$ cat src/rtl/isfd_pkg.sv
// Shared constants and types for the IMU serial frame deframer.
package isfd_pkg;

  localparam int FRAME_BYTES = 27;
  localparam int BODY_FIRST  = 2;
  localparam int BODY_LAST   = 24;
  localparam int BODY_BYTES  = BODY_LAST - BODY_FIRST + 1;
  localparam int SUM_END     = 25;
  localparam int QUEUE_DEPTH = 2;

  localparam logic [7:0] SYNC_FIRST  = 8'h5a;
  localparam logic [7:0] SYNC_SECOND = 8'ha5;
  localparam logic [7:0] TYPE_IMU    = 8'h01;
  localparam logic [7:0] IMU_LEN     = 8'd24;
  localparam logic [7:0] CAP_RESET   = 8'd200;

  localparam logic [1:0] STATUS_GOOD       = 2'd0;
  localparam logic [1:0] STATUS_CHECKSUM   = 2'd1;
  localparam logic [1:0] STATUS_WRONG_TYPE = 2'd2;
  localparam logic [1:0] STATUS_BAD_LENGTH = 2'd3;

  // One finished frame: status and frame bytes two to twenty-four.
  typedef struct packed {
    logic [1:0]                 status;
    logic [BODY_BYTES-1:0][7:0] body;
  } frame_rec_t;

endpackage

$ cat src/rtl/isfd_front.sv
// Byte parser: sync hunt, length handling, frame capture and status check.
module isfd_front import isfd_pkg::*; (
  input  logic       clk,
  input  logic       rst_n,
  input  logic       cfg_valid,
  output logic       cfg_ready,
  input  logic [7:0] cfg_length_cap,
  input  logic       in_push,
  output logic       in_full,
  input  logic [7:0] in_rx_byte,
  input  logic       q_full,
  output logic       q_push,
  output frame_rec_t q_rec
);

  typedef enum logic [2:0] {
    PH_HUNT1,
    PH_HUNT2,
    PH_LEN,
    PH_BODY,
    PH_TAIL
  } phase_t;

  phase_t      phase_r, phase_nxt;
  logic [7:0]  idx_r, idx_nxt;
  logic [7:0]  rem_r, rem_nxt;
  logic [15:0] sum_r, sum_nxt;
  logic [7:0]  cap_r;
  logic [7:0]  bytes_r [FRAME_BYTES];

  logic        accept;
  logic        finishing;
  logic        store_en;
  logic [4:0]  store_idx;
  logic [7:0]  capped;
  logic [7:0]  rem_dec;
  logic [1:0]  status;

  assign cfg_ready = 1'b1;
  assign finishing = (phase_r == PH_TAIL) && (rem_r == 8'd0);
  // Stall only the byte that closes a frame when the queue has no room.
  assign in_full   = finishing && q_full;
  assign accept    = in_push && !in_full;
  assign q_push    = accept && finishing;

  assign capped  = (in_rx_byte < cap_r) ? in_rx_byte : cap_r;
  assign rem_dec = (rem_r != 8'd0) ? rem_r - 8'd1 : 8'd0;

  always_comb begin
    store_en  = 1'b0;
    store_idx = 5'd0;
    if (accept) begin
      if (phase_r == PH_LEN) begin
        store_en = 1'b1;
      end else if ((phase_r == PH_BODY || phase_r == PH_TAIL) &&
                   idx_r < 8'(FRAME_BYTES)) begin
        store_en  = 1'b1;
        store_idx = idx_r[4:0];
      end
    end
  end

  always_comb begin
    phase_nxt = phase_r;
    idx_nxt   = idx_r;
    rem_nxt   = rem_r;
    sum_nxt   = sum_r;
    case (phase_r)
      PH_HUNT2: begin
        phase_nxt = (in_rx_byte == SYNC_SECOND) ? PH_LEN : PH_HUNT1;
      end
      PH_LEN: begin
        sum_nxt = {8'd0, in_rx_byte};
        idx_nxt = 8'd1;
        if (capped == 8'd0) begin
          phase_nxt = PH_TAIL;
          rem_nxt   = 8'd1;
        end else begin
          phase_nxt = PH_BODY;
          rem_nxt   = capped;
        end
      end
      PH_BODY, PH_TAIL: begin
        if (idx_r < 8'(SUM_END)) begin
          sum_nxt = sum_r + {8'd0, in_rx_byte};
        end
        if (idx_r != 8'hff) begin
          idx_nxt = idx_r + 8'd1;
        end
        if (phase_r == PH_BODY) begin
          if (rem_dec == 8'd0) begin
            phase_nxt = PH_TAIL;
            rem_nxt   = 8'd1;
          end else begin
            rem_nxt = rem_dec;
          end
        end else if (rem_r == 8'd0) begin
          phase_nxt = PH_HUNT1;
        end else begin
          rem_nxt = rem_dec;
        end
      end
      default: begin
        phase_nxt = (in_rx_byte == SYNC_FIRST) ? PH_HUNT2 : PH_HUNT1;
      end
    endcase
  end

  always_ff @(posedge clk) begin
    if (!rst_n) begin
      phase_r <= PH_HUNT1;
      idx_r   <= 8'd0;
      rem_r   <= 8'd0;
      sum_r   <= 16'd0;
      cap_r   <= CAP_RESET;
    end else begin
      if (accept) begin
        phase_r <= phase_nxt;
        idx_r   <= idx_nxt;
        rem_r   <= rem_nxt;
        sum_r   <= sum_nxt;
      end
      if (cfg_valid) begin
        cap_r <= cfg_length_cap;
      end
    end
  end

  always_ff @(posedge clk) begin
    if (store_en) begin
      bytes_r[store_idx] <= in_rx_byte;
    end
  end

  // The closing byte is the checksum high byte on a well-formed frame.
  always_comb begin
    if (bytes_r[1] != TYPE_IMU) begin
      status = STATUS_WRONG_TYPE;
    end else if (bytes_r[0] != IMU_LEN || idx_r != 8'(FRAME_BYTES - 1)) begin
      status = STATUS_BAD_LENGTH;
    end else if (sum_r == {in_rx_byte, bytes_r[SUM_END]}) begin
      status = STATUS_GOOD;
    end else begin
      status = STATUS_CHECKSUM;
    end
  end

  always_comb begin
    q_rec.status = status;
    for (int k = 0; k < BODY_BYTES; k++) begin
      q_rec.body[k] = bytes_r[BODY_FIRST + k];
    end
  end

endmodule

$ cat src/rtl/isfd_queue.sv
// Short record queue between the parser and the result stage.
module isfd_queue import isfd_pkg::*; (
  input  logic       clk,
  input  logic       rst_n,
  input  logic       push,
  input  frame_rec_t push_rec,
  output logic       full,
  input  logic       pop,
  output logic       empty,
  output frame_rec_t pop_rec
);

  localparam int PW = $clog2(QUEUE_DEPTH);

  frame_rec_t    mem_r [QUEUE_DEPTH];
  logic [PW-1:0] wr_r, wr_nxt;
  logic [PW-1:0] rd_r, rd_nxt;
  logic [PW:0]   cnt_r, cnt_nxt;
  logic          do_push;
  logic          do_pop;

  assign full    = (cnt_r == (PW + 1)'(QUEUE_DEPTH));
  assign empty   = (cnt_r == '0);
  assign do_push = push && !full;
  assign do_pop  = pop && !empty;
  assign pop_rec = mem_r[rd_r];

  always_comb begin
    wr_nxt  = wr_r;
    rd_nxt  = rd_r;
    cnt_nxt = cnt_r;
    if (do_push) begin
      wr_nxt = (wr_r == PW'(QUEUE_DEPTH - 1)) ? '0 : wr_r + 1'b1;
    end
    if (do_pop) begin
      rd_nxt = (rd_r == PW'(QUEUE_DEPTH - 1)) ? '0 : rd_r + 1'b1;
    end
    case ({do_push, do_pop})
      2'b10:   cnt_nxt = cnt_r + 1'b1;
      2'b01:   cnt_nxt = cnt_r - 1'b1;
      default: cnt_nxt = cnt_r;
    endcase
  end

  always_ff @(posedge clk) begin
    if (!rst_n) begin
      wr_r  <= '0;
      rd_r  <= '0;
      cnt_r <= '0;
    end else begin
      wr_r  <= wr_nxt;
      rd_r  <= rd_nxt;
      cnt_r <= cnt_nxt;
    end
  end

  always_ff @(posedge clk) begin
    if (do_push) begin
      mem_r[wr_r] <= push_rec;
    end
  end

endmodule

$ cat src/rtl/isfd_back.sv
// Result stage: unpack fields, blank rejected frames, hold the result.
module isfd_back import isfd_pkg::*; (
  input  logic               clk,
  input  logic               rst_n,
  input  logic               q_empty,
  input  frame_rec_t         q_rec,
  output logic               q_pop,
  output logic               out_empty,
  input  logic               out_pop,
  output logic [1:0]         out_status,
  output logic [7:0]         out_frame_count,
  output logic [31:0]        out_timestamp_us,
  output logic [15:0]        out_acc_range,
  output logic signed [15:0] out_acc_x,
  output logic signed [15:0] out_acc_y,
  output logic signed [15:0] out_acc_z,
  output logic [15:0]        out_gyro_range,
  output logic signed [15:0] out_gyro_x,
  output logic signed [15:0] out_gyro_y,
  output logic signed [15:0] out_gyro_z,
  output logic signed [15:0] out_temperature
);

  logic                       valid_r;
  logic                       load;
  logic                       blank;
  logic [BODY_BYTES-1:0][7:0] b;

  assign load      = !q_empty && (!valid_r || out_pop);
  assign q_pop     = load;
  assign out_empty = !valid_r;

  assign blank = (q_rec.status == STATUS_WRONG_TYPE) ||
                 (q_rec.status == STATUS_BAD_LENGTH);
  assign b     = blank ? '0 : q_rec.body;

  always_ff @(posedge clk) begin
    if (!rst_n) begin
      valid_r <= 1'b0;
    end else if (load) begin
      valid_r <= 1'b1;
    end else if (out_pop) begin
      valid_r <= 1'b0;
    end
  end

  // Body entry k carries frame byte k + 2; words are little-endian.
  always_ff @(posedge clk) begin
    if (load) begin
      out_status       <= q_rec.status;
      out_frame_count  <= b[0];
      out_timestamp_us <= {b[4], b[3], b[2], b[1]};
      out_acc_range    <= {b[6], b[5]};
      out_acc_x        <= {b[8], b[7]};
      out_acc_y        <= {b[10], b[9]};
      out_acc_z        <= {b[12], b[11]};
      out_gyro_range   <= {b[14], b[13]};
      out_gyro_x       <= {b[16], b[15]};
      out_gyro_y       <= {b[18], b[17]};
      out_gyro_z       <= {b[20], b[19]};
      out_temperature  <= {b[22], b[21]};
    end
  end

endmodule

$ cat src/rtl/imu_serial_frame_deframer_top.sv
// Top level of the IMU serial frame deframer.
//
// Takes one received byte per request on the in_ queue side, hunts for the
// sync pair 0x5A 0xA5, reads the length byte and then consumes the length
// (limited by cfg_length_cap) plus two more bytes. On the last byte of a
// frame one result is queued: status 0 good, 1 checksum error (fields still
// unpacked), 2 wrong type or 3 bad length (fields zero). A byte is accepted
// every cycle; the only stall is on the byte that closes a frame while the
// two-entry record queue is full. When nothing is waiting ahead of it, a
// result moves from the edge that accepts its closing byte into the record
// queue, then into the output register that drives the out_ ports.
// The length cap is written through the cfg_ channel, which is always ready;
// write it only while no frame is in progress, as it is sampled at the length
// byte.
module imu_serial_frame_deframer_top import isfd_pkg::*; (
  input  logic               clk,
  input  logic               rst_n,
  input  logic               cfg_valid,
  output logic               cfg_ready,
  input  logic [7:0]         cfg_length_cap,
  input  logic               in_push,
  output logic               in_full,
  input  logic [7:0]         in_rx_byte,
  output logic               out_empty,
  input  logic               out_pop,
  output logic [1:0]         out_status,
  output logic [7:0]         out_frame_count,
  output logic [31:0]        out_timestamp_us,
  output logic [15:0]        out_acc_range,
  output logic signed [15:0] out_acc_x,
  output logic signed [15:0] out_acc_y,
  output logic signed [15:0] out_acc_z,
  output logic [15:0]        out_gyro_range,
  output logic signed [15:0] out_gyro_x,
  output logic signed [15:0] out_gyro_y,
  output logic signed [15:0] out_gyro_z,
  output logic signed [15:0] out_temperature
);

  // Parser to queue.
  logic       q_push;
  logic       q_full;
  frame_rec_t q_in_rec;

  // Queue to result stage.
  logic       q_pop;
  logic       q_empty;
  frame_rec_t q_out_rec;

  // Parse bytes and classify each closed frame.
  isfd_front u_front (
    .clk            (clk),
    .rst_n          (rst_n),
    .cfg_valid      (cfg_valid),
    .cfg_ready      (cfg_ready),
    .cfg_length_cap (cfg_length_cap),
    .in_push        (in_push),
    .in_full        (in_full),
    .in_rx_byte     (in_rx_byte),
    .q_full         (q_full),
    .q_push         (q_push),
    .q_rec          (q_in_rec)
  );

  // Hold finished frames so the parser keeps running while results wait.
  isfd_queue u_queue (
    .clk      (clk),
    .rst_n    (rst_n),
    .push     (q_push),
    .push_rec (q_in_rec),
    .full     (q_full),
    .pop      (q_pop),
    .empty    (q_empty),
    .pop_rec  (q_out_rec)
  );

  // Unpack the oldest frame into the output register.
  isfd_back u_back (
    .clk              (clk),
    .rst_n            (rst_n),
    .q_empty          (q_empty),
    .q_rec            (q_out_rec),
    .q_pop            (q_pop),
    .out_empty        (out_empty),
    .out_pop          (out_pop),
    .out_status       (out_status),
    .out_frame_count  (out_frame_count),
    .out_timestamp_us (out_timestamp_us),
    .out_acc_range    (out_acc_range),
    .out_acc_x        (out_acc_x),
    .out_acc_y        (out_acc_y),
    .out_acc_z        (out_acc_z),
    .out_gyro_range   (out_gyro_range),
    .out_gyro_x       (out_gyro_x),
    .out_gyro_y       (out_gyro_y),
    .out_gyro_z       (out_gyro_z),
    .out_temperature  (out_temperature)
  );

endmodule

$ cat config.mk
export PLATFORM = sky130hd
export DESIGN_NAME = imu_serial_frame_deframer_top
export DESIGN_NICKNAME = d
export VERILOG_FILES = /design/src/rtl/isfd_pkg.sv /design/src/rtl/isfd_front.sv /design/src/rtl/isfd_queue.sv /design/src/rtl/isfd_back.sv /design/src/rtl/imu_serial_frame_deframer_top.sv
export SDC_FILE = /design/constraint.sdc
export NUM_CORES = 1
export LEC_CHECK = 0
export BUFFER_PORTS_ARGS = -buffer_cell sky130_fd_sc_hd__buf_2
export CAP_MARGIN = 5
export CELL_PAD_IN_SITES_DETAIL_PLACEMENT = 1
export CELL_PAD_IN_SITES_GLOBAL_PLACEMENT = 1
export CORE_MARGIN = 2
export CORE_UTILIZATION = 30
export DETAILED_ROUTE_END_ITERATION = 10
export HOLD_SLACK_MARGIN = 0.06
export MAX_ROUTING_LAYER = met4
export PLACE_DENSITY = 0.57
export SETUP_SLACK_MARGIN = 0.5
export SLEW_MARGIN = 20
export SYNTH_ARGS = -nofsm -noshare
export SYNTH_HDL_FRONTEND = slang
export SYNTH_SLANG_ARGS = --single-unit
$ cat constraint.sdc
create_clock -name clk -period 37.1 [get_ports clk]
set_input_delay 7.42 -clock clk [delete_from_list [all_inputs] [get_ports clk]]
set_output_delay 7.42 -clock clk [all_outputs]
set_load 0.02 [all_outputs]
==> metrics.txt <==
IO Count 210; maximum vdd drop 0.0000300 V; Worst path slowest cell buf_4; worst path required time 37340 ps; sequential area share after synthesis 81.9%; Synth Area in XOR/XNOR 1.05%; critical path startpoint category input port; area used by multi-input combinational logic 5060 sq um; initial antenna violation count 2; die area 100000 sq um; DRC errors left 0; most used cell, CP buf_4; Slew Limit Headroom 30.4%; post-CTS setup buffers 0; RSZ-0062 raised after global routing no; die outline width 317 microns; post-CTS sizing 0; area grow syn2layout 18.3%; largest net degree at the start of global routing 120; total gr overflow 0; Routed WL 66.9 mm; Inst Count DP 3097; crit path cell chain buf_2, nand2_1, nor3_1, inv_1, nor2_4, buf_4, buf_4, buf_4; Sequential cell area 24000 sq um; vias 14600; Synth Area in Simple Gates 6.12%; Core Box Area 96700 sq um; pre-CTS setup slack 25840 ps; Synthesized Nets 1695; routability cong. 0.744; chip height 317 microns; Max clock buf depth 3; CTS tree done; vias in the first global route 15400; H-tree level count 3; post-synthesis compound-gate area fraction 2.41%; syn avg cell area 17.7 sq um; Pwr Total 2.20 mW; Yosys cell types 67; leakage 11.2 nW; Fin Setup TNS 0 ps; final worst path period need 10550 ps; register bit total from synthesis 815; Worst Hold Class reg -> reg; synth warn 0; status complete, no violations; fmax 0.0948 GHz; post-route ant nets 0; Clock Latency Late Sink 630 ps; Final Cycle Share 28.4%; Vias/cell 4.48; Final Hold Fails 0; Worst setup EP type register; PD cells 63.5 nW/um^2; number of port buffers 208; Setup CP Type in -> reg; first-pass GRT wire length 98.2 mm; max_cap viols 0; row count 114; total clock sinks 815; share of cells above drive strength 1 18.6%; Post-Syn Instances 1653; CP arrival 10790 ps; CTS Hold Bufs 0; CP bufs+invs 5; CP max stage delay 880 ps; GRT Total Usage 13.6%; Setup violations, final 0; post-synthesis mux area share 6.57%; Least-Margin Pin Slew 1040 ps; router iterations before antenna repair 5; Setup Skew 17.1 ps; number of synthesized flops with an enable pin 766; Slew Viols, Final 0; Post-Synthesis Cell Area 29300 sq um; clock-pin slew on the worst setup and hold paths 60 ps; Synth Area in Adders 0.922%; Root Buffer clkbuf_16; Hold Slack 433 ps; worst setup margin 26550 ps; Async SR Flop Fraction 0%; CTS buffer count 83; initial DRC count 919; Non-Filler Instances 3252; initial core utilization 30.3%; Crit path max-delay family buffers and inverters; largest family of logic cells by synthesized area multiplexers; Primary FF master, synth edfxtp_1; filler instances 9818; HPWL Detailed 42.2 mm; Layout Nets 1948; WL per Instance 20.6 microns; CP max FO 71
[worst register-to-register path, stage by stage, from the launching register on]
cell,delay [ps]
dfxtp_1,400
nor4_1,700
nand3_1,340
nor3_1,500
inv_1,170
nor2_4,100
buf_4,590
buf_4,860
buf_4,930
[logic make-up after synthesis]
| group | count (synthesis) |
|---|---|
| xor+xnor | 35 |
| flops | 815 |
| buf+inv | 81 |
| mux | 192 |
| other cells | 1 |
| fa+ha+maj | 21 |
| compound gates | 102 |
| simple gates | 406 |
[stage by stage]
| step | instance area [sq um] | util (%) |
|---|---|---|
| CTS | 34600 | 35.8 |
| global placement | 31900 | 33.0 |
| floorplan | 29300 | - |
| detailed placement | 31900 | 33.0 |
| finish | 34700 | 35.8 |
| global route | 34700 | 35.8 |
[cells in the mapped netlist, types with 13 or more instances]
library cell    n  area, sq um
nand3_1        13         65.1
dfxtp_1        49          981
ha_1           20          250
nor3_1         13         65.1
clkbuf_1       52          195
mux2i_1       189         1890
xnor2_1        23          201
nand2_1        38          143
a21oi_1        19         95.1
inv_1          19         71.3
edfxtp_1      766        23000
o21ai_0        24          120
nor2_1        267         1000
[power breakdown]
group	internal (mW)	switching, mW	total (mW)
combinational	0.0842	0.182	0.266
clock	0.496	0.345	0.841
sequential	1.07	0.0283	1.09
[layer usage]
| layer | share of wire (%) | wire length (microns) | vias up | track usage [%] |
|---|---|---|---|---|
| met2 | 49 | 32900 | 287 | 22.1 |
| li1 | - | - | 6769 | - |
| met3 | 4.3 | 2860 | 83 | 2.58 |
| met1 | 45 | 30100 | 7422 | 17.6 |
| met5 | 0 | 0 | - | - |
| met4 | 1.5 | 1020 | 0 | 3.43 |
[cell usage in the layout, fill, tap and decap left out, types with 4 or more instances in the layout]
cell	n
o21a_1	7
nor4_1	6
edfxtp_1	766
a211oi_1	7
nand2_1	38
nor2b_1	5
or3_1	9
buf_4	22
inv_6	6
nand4_1	11
o21ai_0	24
clkinv_2	14
nand2b_1	8
buf_2	208
o31ai_1	4
clkbuf_16	85
and3_1	4
nor3_1	13
xnor2_1	23
or4_1	7
mux2i_1	189
xor2_1	12
clkbuf_1	19
nand3_1	13
bufinv_16	10
ha_1	20
nor2_1	265
clkinv_1	15
a21oi_1	19
nor4b_1	4
o211ai_1	4
dfxtp_1	48
inv_1	19
[worst paths after layout]
kind,from,to,slack [ps],depth (start not counted)
min,u_front.bytes_r[16][1],u_queue.mem_r[0][113],430,0
max,in_push,u_queue.mem_r[0][168],26550,8
min reg2reg,u_front.bytes_r[16][1],u_queue.mem_r[0][113],430,0
max reg2reg,u_front.rem_r[2],u_queue.mem_r[0][168],32040,8
[final cells by class]
type | instances | area share (%)
antenna | 1 | 0.00722
clock buffer | 106 | 6.42
clock inverter | 48 | 1.50
inverter | 19 | 0.206
multi-input combinational | 757 | 14.6
sequential | 815 | 69.2
tap | 1276 | 4.61
timing repair buffer | 230 | 3.48
[state kept, by name (all words and copies together), names as in the netlist, 8 cells and up, named ones only]
signal,count
u_front.idx_r,8
u_back.out_acc_x,16
u_front.bytes_r,208
u_back.out_frame_count,8
u_back.out_gyro_y,16
u_back.out_acc_y,16
u_back.out_temperature,16
u_front.cap_r,8
u_back.out_gyro_z,16
u_front.rem_r,8
u_back.out_acc_range,16
u_front.sum_r,16
u_back.out_acc_z,16
u_back.out_gyro_range,16
u_queue.mem_r,372
u_back.out_timestamp_us,32
u_back.out_gyro_x,16
Note: power is estimated with default switching activity, not from simulation.
